--- src/sv/sbsd_pkg.sv ---
// Shared types, codes and helpers for the stitch byte stream decoder.
// Used by sbsd_parser, the top level and the port checker. No dependencies.
package sbsd_pkg;

   // Escape marker and the second bytes that follow it
   localparam logic [7:0] ESC_BYTE   = 8'h80;
   localparam logic [7:0] ESC_STOP   = 8'h01;
   localparam logic [7:0] ESC_TRIM_A = 8'h02;
   localparam logic [7:0] ESC_TRIM_B = 8'h04;
   localparam logic [7:0] ESC_END    = 8'h10;

   // An offset of +127 or -127 marks its own stitch and the next as a trim
   localparam logic [7:0] BIG_POS = 8'd127;
   localparam logic [7:0] BIG_NEG = 8'h81;

   // Stitch kinds carried on the result channel
   localparam logic [1:0] KIND_NORMAL = 2'd0;
   localparam logic [1:0] KIND_TRIM   = 2'd1;
   localparam logic [1:0] KIND_STOP   = 2'd2;
   localparam logic [1:0] KIND_END    = 2'd3;

   // Parse phases
   localparam logic [1:0] PH_FIRST      = 2'd0;
   localparam logic [1:0] PH_SECOND     = 2'd1;
   localparam logic [1:0] PH_ESC_FIRST  = 2'd2;
   localparam logic [1:0] PH_ESC_SECOND = 2'd3;

   // One decoded stitch, with a flag saying whether the byte produced one
   typedef struct packed {
      logic       valid;
      logic [7:0] step_x;
      logic [7:0] step_y;
      logic [1:0] kind;
   } result_type;

   // True when the byte, read as two's complement, has magnitude 127
   function automatic logic is_big(input logic [7:0] b);
      return (b == BIG_POS) || (b == BIG_NEG);
   endfunction

endpackage

--- src/sv/sbsd_parser.sv ---
// Byte pairing and escape decoding for the stitch byte stream decoder.
// Holds the parse state; depends on sbsd_pkg.
module sbsd_parser (
   input  logic                  clock,
   input  logic                  reset,
   input  logic                  fire,
   input  logic [7:0]            data_byte,
   output sbsd_pkg::result_type  result
);

   logic [1:0] phase_ff,    phase_in;
   logic [7:0] held_ff,     held_in;
   logic       esc_trim_ff, esc_trim_in;
   logic       trim_ff,     trim_in;
   logic       done_ff,     done_in;
   logic       big;
   logic [1:0] base_kind;

   assign big = sbsd_pkg::is_big(held_ff) || sbsd_pkg::is_big(data_byte);

   // Decode the byte against the current phase
   always_comb begin
      phase_in    = phase_ff;
      held_in     = held_ff;
      esc_trim_in = esc_trim_ff;
      trim_in     = trim_ff;
      done_in     = done_ff;
      base_kind   = sbsd_pkg::KIND_NORMAL;
      result      = '0;
      if (!done_ff) begin
         unique case (phase_ff)
            sbsd_pkg::PH_FIRST: begin
               held_in  = data_byte;
               phase_in = sbsd_pkg::PH_SECOND;
            end
            sbsd_pkg::PH_SECOND: begin
               phase_in  = sbsd_pkg::PH_FIRST;
               base_kind = trim_ff ? sbsd_pkg::KIND_TRIM : sbsd_pkg::KIND_NORMAL;
               trim_in   = 1'b0;
               if (held_ff == sbsd_pkg::ESC_BYTE && data_byte == sbsd_pkg::ESC_STOP) begin
                  esc_trim_in = 1'b0;
                  phase_in    = sbsd_pkg::PH_ESC_FIRST;
               end else if (held_ff == sbsd_pkg::ESC_BYTE &&
                            (data_byte == sbsd_pkg::ESC_TRIM_A ||
                             data_byte == sbsd_pkg::ESC_TRIM_B)) begin
                  esc_trim_in = 1'b1;
                  trim_in     = 1'b1;
                  phase_in    = sbsd_pkg::PH_ESC_FIRST;
               end else if (held_ff == sbsd_pkg::ESC_BYTE &&
                            data_byte == sbsd_pkg::ESC_END) begin
                  done_in      = 1'b1;
                  result.valid = 1'b1;
                  result.kind  = sbsd_pkg::KIND_END;
               end else begin
                  result.valid  = 1'b1;
                  result.step_x = held_ff;
                  result.step_y = data_byte;
                  result.kind   = big ? sbsd_pkg::KIND_TRIM : base_kind;
                  if (big) begin
                     trim_in = 1'b1;
                  end
               end
            end
            sbsd_pkg::PH_ESC_FIRST: begin
               held_in  = data_byte;
               phase_in = sbsd_pkg::PH_ESC_SECOND;
            end
            sbsd_pkg::PH_ESC_SECOND: begin
               // Offset of the stop or trim; never a new escape
               phase_in      = sbsd_pkg::PH_FIRST;
               base_kind     = esc_trim_ff ? sbsd_pkg::KIND_TRIM : sbsd_pkg::KIND_STOP;
               result.valid  = 1'b1;
               result.step_x = held_ff;
               result.step_y = data_byte;
               result.kind   = big ? sbsd_pkg::KIND_TRIM : base_kind;
               if (big) begin
                  trim_in = 1'b1;
               end
            end
            default: begin
               phase_in = sbsd_pkg::PH_FIRST;
            end
         endcase
      end
   end

   // Advance the parse state on each consumed byte
   always_ff @(posedge clock) begin
      if (reset) begin
         phase_ff    <= sbsd_pkg::PH_FIRST;
         held_ff     <= '0;
         esc_trim_ff <= 1'b0;
         trim_ff     <= 1'b0;
         done_ff     <= 1'b0;
      end else if (fire) begin
         phase_ff    <= phase_in;
         held_ff     <= held_in;
         esc_trim_ff <= esc_trim_in;
         trim_ff     <= trim_in;
         done_ff     <= done_in;
      end
   end

endmodule

--- src/sv/stitch_byte_stream_decoder_unit.sv ---
// Top level of the stitch byte stream decoder: input register, parser, result register.
// Depends on sbsd_pkg and sbsd_parser.
//
// Usage:
//   req_ channel carries one raw stitch-section byte per transaction.
//   rsp_ channel carries one decoded stitch (x, y offsets and its kind).
//   A transaction completes on a rising edge with valid high and stall low.
//   Bytes are paired; the first byte of a pair and a stop or trim escape
//   give no result, the second byte of any other pair gives one. After an
//   end record every further byte is taken and dropped.
// Path: a byte is held in the input register, then its result in the result register.
// Throughput: one byte per cycle while rsp_stall is low; the decode is a single
//   pass of logic between the input register and the result register.
// Stalling: while rsp_stall holds a result, the input register still takes
//   one byte; req_stall rises only when both registers are full.
// Reset: synchronous, active high; clears the valid flags of both registers and
//   returns the parser to the first byte of a pair with no trim pending and no end seen.
module stitch_byte_stream_decoder_unit (
   input  logic              clock,
   input  logic              reset,
   input  logic              req_valid,
   output logic              req_stall,
   input  logic [7:0]        req_data_byte,
   output logic              rsp_valid,
   input  logic              rsp_stall,
   output logic signed [7:0] rsp_step_x,
   output logic signed [7:0] rsp_step_y,
   output logic [1:0]        rsp_stitch_kind
);

   logic                 in_valid_ff, in_valid_in;
   logic [7:0]           in_byte_ff;
   logic                 out_valid_ff, out_valid_in;
   logic [7:0]           out_x_ff, out_y_ff;
   logic [1:0]           out_kind_ff;
   logic                 advance;
   logic                 fire;
   logic                 take;
   sbsd_pkg::result_type result;

   // Result register is free when empty or being taken this cycle
   assign advance   = !out_valid_ff || !rsp_stall;
   assign fire      = in_valid_ff && advance;
   assign req_stall = in_valid_ff && !advance;
   assign take      = req_valid && !req_stall;

   sbsd_parser u_parser (
      .clock     (clock),
      .reset     (reset),
      .fire      (fire),
      .data_byte (in_byte_ff),
      .result    (result)
   );

   // Hold the input byte until the parser consumes it
   always_comb begin
      in_valid_in = in_valid_ff;
      if (take) begin
         in_valid_in = 1'b1;
      end else if (fire) begin
         in_valid_in = 1'b0;
      end
   end

   always_comb begin
      out_valid_in = out_valid_ff;
      if (advance) begin
         out_valid_in = fire && result.valid;
      end
   end

   always_ff @(posedge clock) begin
      if (reset) begin
         in_valid_ff  <= 1'b0;
         out_valid_ff <= 1'b0;
      end else begin
         in_valid_ff  <= in_valid_in;
         out_valid_ff <= out_valid_in;
      end
   end

   // Payload registers load without reset
   always_ff @(posedge clock) begin
      if (take) begin
         in_byte_ff <= req_data_byte;
      end
      if (fire && result.valid) begin
         out_x_ff    <= result.step_x;
         out_y_ff    <= result.step_y;
         out_kind_ff <= result.kind;
      end
   end

   assign rsp_valid       = out_valid_ff;
   assign rsp_step_x      = $signed(out_x_ff);
   assign rsp_step_y      = $signed(out_y_ff);
   assign rsp_stitch_kind = out_kind_ff;

endmodule

--- config.mk ---
export PLATFORM = sky130hd
export DESIGN_NAME = stitch_byte_stream_decoder_unit
export DESIGN_NICKNAME = d
export VERILOG_FILES = /design/src/sv/sbsd_pkg.sv /design/src/sv/sbsd_parser.sv /design/src/sv/stitch_byte_stream_decoder_unit.sv
export SDC_FILE = /design/constraint.sdc
export NUM_CORES = 1
export LEC_CHECK = 0
export BUFFER_PORTS_ARGS = -buffer_cell sky130_fd_sc_hd__buf_4
export CORE_ASPECT_RATIO = 0.6
export CORE_UTILIZATION = 45
export DETAILED_ROUTE_END_ITERATION = 8
export PLACE_DENSITY = 0.67
export SLEW_MARGIN = 0
export SYNTH_ARGS = -nofsm -noshare
export SYNTH_HDL_FRONTEND = slang
export SYNTH_SLANG_ARGS = --single-unit
export TNS_END_PERCENT = 30
--- constraint.sdc ---
create_clock -name clock -period 2.16 [get_ports clock]
set_clock_uncertainty 0.15 [all_clocks]
set_input_delay 0.324 -clock clock [delete_from_list [all_inputs] [get_ports clock]]
set_output_delay 0.324 -clock clock [all_outputs]
set_load 0.03 [all_outputs]
==> impl_metrics.prom <==
# TYPE chip_impl_metric gauge
chip_impl_metric{name="globalplace.congestion",unit=""} 0.860
chip_impl_metric{name="timing.critical_path.required",unit="ns"} 2.04
chip_impl_metric{name="layout.area.seq",unit="sq mm"} 0.00108
chip_impl_metric{name="place_area",unit="sq mm"} 0.00206
chip_impl_metric{name="postLayoutCoreUtil",unit=""} 0.640
chip_impl_metric{name="routed_wire_length_per_instance",unit="microns"} 13.8
chip_impl_metric{name="cellPowerDensity",unit="mW/mm^2"} 761
chip_impl_info{name="rsz0062_at_grt",value="no"} 1
chip_impl_metric{name="fin_tns_setup",unit="ns"} 0
chip_impl_metric{name="initial_utilization",unit=""} 0.501
chip_impl_info{name="clock_tree_from_tritoncts",value="yes"} 1
chip_impl_metric{name="clock_buffer_depth",unit=""} 2
chip_impl_metric{name="postSynthRegisterBits",unit=""} 41
chip_impl_metric{name="path_clk_slew",unit="ns"} 0.08
chip_impl_info{name="setup.worst_path.class",value="register to register"} 1
chip_impl_metric{name="finalHoldViolations",unit=""} 0
chip_impl_metric{name="yosysUniqueCellTypes",unit=""} 36
chip_impl_metric{name="fin_hold_ws",unit="ns"} 0.0617
chip_impl_metric{name="worst_slew_margin_rel",unit=""} 0.631
chip_impl_metric{name="post_route_cells_drive_above_1_share",unit=""} 0.323
chip_impl_info{name="ctsRootBufferMaster",value="clkbuf_8"} 1
chip_impl_metric{name="htree_levels",unit=""} 2
chip_impl_metric{name="synth.yosys.seq_area_share",unit=""} 0.627
chip_impl_metric{name="grt_antenna_before_repair",unit=""} 0
chip_impl_metric{name="worst-slew-pin-transition",unit="ns"} 0.550
chip_impl_info{name="outcome",value="complete, no violations"} 1
chip_impl_metric{name="row_count",unit=""} 16
chip_impl_metric{name="area_of_the_multi_input_gates",unit="sq um"} 591
chip_impl_metric{name="via_count_of_the_first_global_routing_pass",unit=""} 1087
chip_impl_metric{name="final-max-slew-violation-count",unit=""} 0
chip_impl_metric{name="syn_area",unit="sq mm"} 0.00172
chip_impl_metric{name="remaining_number_of_nets_flagged_by_the_antenna_check_after_routing",unit=""} 0
chip_impl_metric{name="io_pins",unit=""} 32
chip_impl_metric{name="postSynth.asyncResetShare",unit=""} 0
chip_impl_metric{name="cp_data_arrival_time",unit="ns"} 1.84
chip_impl_metric{name="maxClockFrequency",unit="GHz"} 0.510
chip_impl_metric{name="dr_total_vias",unit=""} 1225
chip_impl_metric{name="synthesis.instances",unit=""} 142
chip_impl_metric{name="r2r_cells",unit=""} 5
chip_impl_info{name="endpoint_kind",value="register"} 1
chip_impl_metric{name="count_of_max_cap_constraint_violations",unit=""} 0
chip_impl_metric{name="finalWorstPathRequiredPeriod",unit="ns"} 1.96
chip_impl_metric{name="leakage_power_total",unit="nW"} 0.821
chip_impl_metric{name="track_usage",unit=""} 0.179
chip_impl_info{name="worst_setup_path_start_kind",value="register"} 1
chip_impl_metric{name="fp.dieW",unit="microns"} 81.9
chip_impl_metric{name="maximum_cell_stage_delay_along_the_critical_path",unit="ns"} 0.41
chip_impl_metric{name="synth.avg_cell_area",unit="sq um"} 12.1
chip_impl_metric{name="postSynthNetCount",unit=""} 154
chip_impl_metric{name="peakVddDrop",unit="mV"} 0.612
chip_impl_metric{name="wirelength",unit="microns"} 3240
chip_impl_metric{name="grt_start_max_net_pins",unit=""} 19
chip_impl_metric{name="numClockSinks",unit=""} 41
chip_impl_metric{name="synthToLayoutAreaGrowth",unit="%"} 27.7
chip_impl_metric{name="grt_first_pass_wirelength",unit="microns"} 5290
chip_impl_metric{name="design_area",unit="sq mm"} 0.00220
chip_impl_metric{name="viasPerCell",unit=""} 5.24
chip_impl_metric{name="critical_path_peak_fanout",unit=""} 15
chip_impl_metric{name="insertedDiodeCount",unit=""} 0
chip_impl_info{name="synthFlopType",value="edfxtp_1"} 1
chip_impl_metric{name="dieArea",unit="sq mm"} 0.00409
chip_impl_metric{name="count_of_routing_violations_after_the_opening_detailed_route_iteration",unit=""} 67
chip_impl_metric{name="synth_edf_count",unit=""} 26
chip_impl_metric{name="ys_warn_count",unit=""} 0
chip_impl_info{name="timing.critical_path.cells",value="nor4b_2 > nand4_2 > o22ai_2 > a21oi_2 > and2_1"} 1
chip_impl_metric{name="final_nets",unit=""} 200
chip_impl_info{name="min-delay-path-class",value="input pin to register"} 1
chip_impl_info{name="worst_path_max_delay_cell",value="nor4b_2"} 1
chip_impl_metric{name="num-fill-cells",unit=""} 289
chip_impl_metric{name="port_buffers",unit=""} 31
chip_impl_metric{name="floorplan.core_area",unit="sq mm"} 0.00344
chip_impl_metric{name="worstHoldPathCells",unit=""} 1
chip_impl_metric{name="global_route.overflow_total",unit=""} 0
chip_impl_metric{name="final_min_period_over_clock_period",unit=""} 0.907
chip_impl_metric{name="placedCellCount",unit=""} 225
chip_impl_metric{name="clkLatencyLatePin",unit="ns"} 0.28
chip_impl_metric{name="die_height",unit="microns"} 49.9
chip_impl_metric{name="route.detailed.drc",unit=""} 0
chip_impl_metric{name="post-dp-hpwl",unit="microns"} 2420
chip_impl_metric{name="setup_viol",unit=""} 0
chip_impl_metric{name="drt-pass1-iter-count",unit=""} 4
chip_impl_metric{name="layout_cells_excl_fill",unit=""} 234
chip_impl_metric{name="cts-buffers-inserted",unit=""} 5
## layout by cell type, fill, tap and decap left out, types with 2 or more instances in the layout
master    instances
a21oi_1           5
a21oi_2           2
and2_1           13
and2_4            2
and3_1            4
buf_4            42
clkbuf_8          6
dfxtp_1          15
edfxtp_1         26
inv_1             4
mux2i_1           8
nand2_1           8
nand4_1           6
nand4b_1          2
nor2_1           16
nor2b_1           3
nor3_1            5
o21ai_0           2
## logic make-up after synthesis
group | Yosys count | share of synthesized area
DFF | 41 | 0.627
xor gates and xnor gates | 2 | 0.0102
muxes | 8 | 0.0464
AOI/OAI and AO/OA | 15 | 0.0624
buffers and inverters | 9 | 0.0305
and+or+nand+nor | 67 | 0.224
## worst max-delay path: cells and delay by family (launching register included)
kind,cells,cell delay [ns]
AND/OR/NAND/NOR,3,0.84
AO/OA/AOI/OAI,2,0.37
flip-flops,1,0.36
## power by group
| part | internal, W | switching, W |
|---|---|---|
| clock | 0.000377 | 0.000240 |
| sequential | 0.000867 | 0.0000278 |
| combinational | 0.0000756 | 0.0000886 |
| total | 0.00132 | 0.000356 |
## final timing paths
check	start	end	slack, ns
max	u_parser.held_ff[1]	rsp_step_y[0]	0.20
min	req_data_byte[7]	in_byte_ff[7]	0.06
max reg2reg	u_parser.held_ff[1]	rsp_step_y[0]	0.20
min reg2reg	u_parser.esc_trim_ff	u_parser.esc_trim_ff	0.32
## sequential cells by signal, summed over array words and instances, names as in the netlist, named ones only
| name | count |
|---|---|
| in_valid_ff | 1 |
| rsp_stitch_kind | 2 |
| u_parser.done_ff | 1 |
| in_byte_ff | 8 |
| u_parser.held_ff | 8 |
| rsp_step_x | 8 |
| u_parser.trim_ff | 1 |
| rsp_step_y | 8 |
| u_parser.esc_trim_ff | 1 |
| rsp_valid | 1 |
| u_parser.phase_ff | 1 |
## layout make-up
type                       count  share of cell area
tap                           45              0.0256
sequential                    41               0.491
timing repair buffer          43               0.152
multi-input combinational     92               0.268
clock inverter                 1              0.0136
clock buffer                   7              0.0392
inverter                       5              0.0102
## synth_stat cells (2+ instances only)
| cell type | number | area (sq um) |
|---|---|---|
| o21ai_0 | 2 | 10.0 |
| and2_4 | 2 | 17.5 |
| nand4_1 | 6 | 37.5 |
| and2_1 | 13 | 81.3 |
| edfxtp_1 | 26 | 781 |
| mux2i_1 | 8 | 80.1 |
| nor2_1 | 16 | 60.1 |
| dfxtp_1 | 15 | 300 |
| and3_1 | 4 | 25.0 |
| nor2b_1 | 3 | 18.8 |
| nand2_1 | 8 | 30.0 |
| a21oi_2 | 2 | 17.5 |
| a21oi_1 | 5 | 25.0 |
| nor3_1 | 5 | 25.0 |
| inv_1 | 5 | 18.8 |
| nand4b_1 | 2 | 17.5 |
## routing by layer
| metal | GRT usage | routed length, microns | up-vias |
|---|---|---|---|
| met5 | 0 | 0 | - |
| met4 | 0.0673 | 39 | 0 |
| met3 | 0.0519 | 199 | 5 |
| met2 | 0.236 | 1260 | 42 |
| met1 | 0.272 | 1740 | 577 |
| li1 | - | - | 601 |
## stage by stage
| step | total power [W] | setup WS, ns |
|---|---|---|
| 6_report | 0.00168 | 0.200 |
| 5_1_grt | 0.00173 | 0.0510 |
| 4_1_cts | 0.00169 | 0.197 |
| 3_5_place_dp | 0.00107 | -0.0582 |
| 3_3_place_gp | 0.00107 | 0.0179 |
| 2_1_floorplan | 0.00100 | 0.109 |
## repair_timing
action | 4_1_cts | 5_1_grt
endpoints found under the setup margin | 18 | 0
resized for setup | 1 | 0
setup buffers | 1 | 0
hold buffers | 0 | 0
Power figures use the tool's default switching activity.
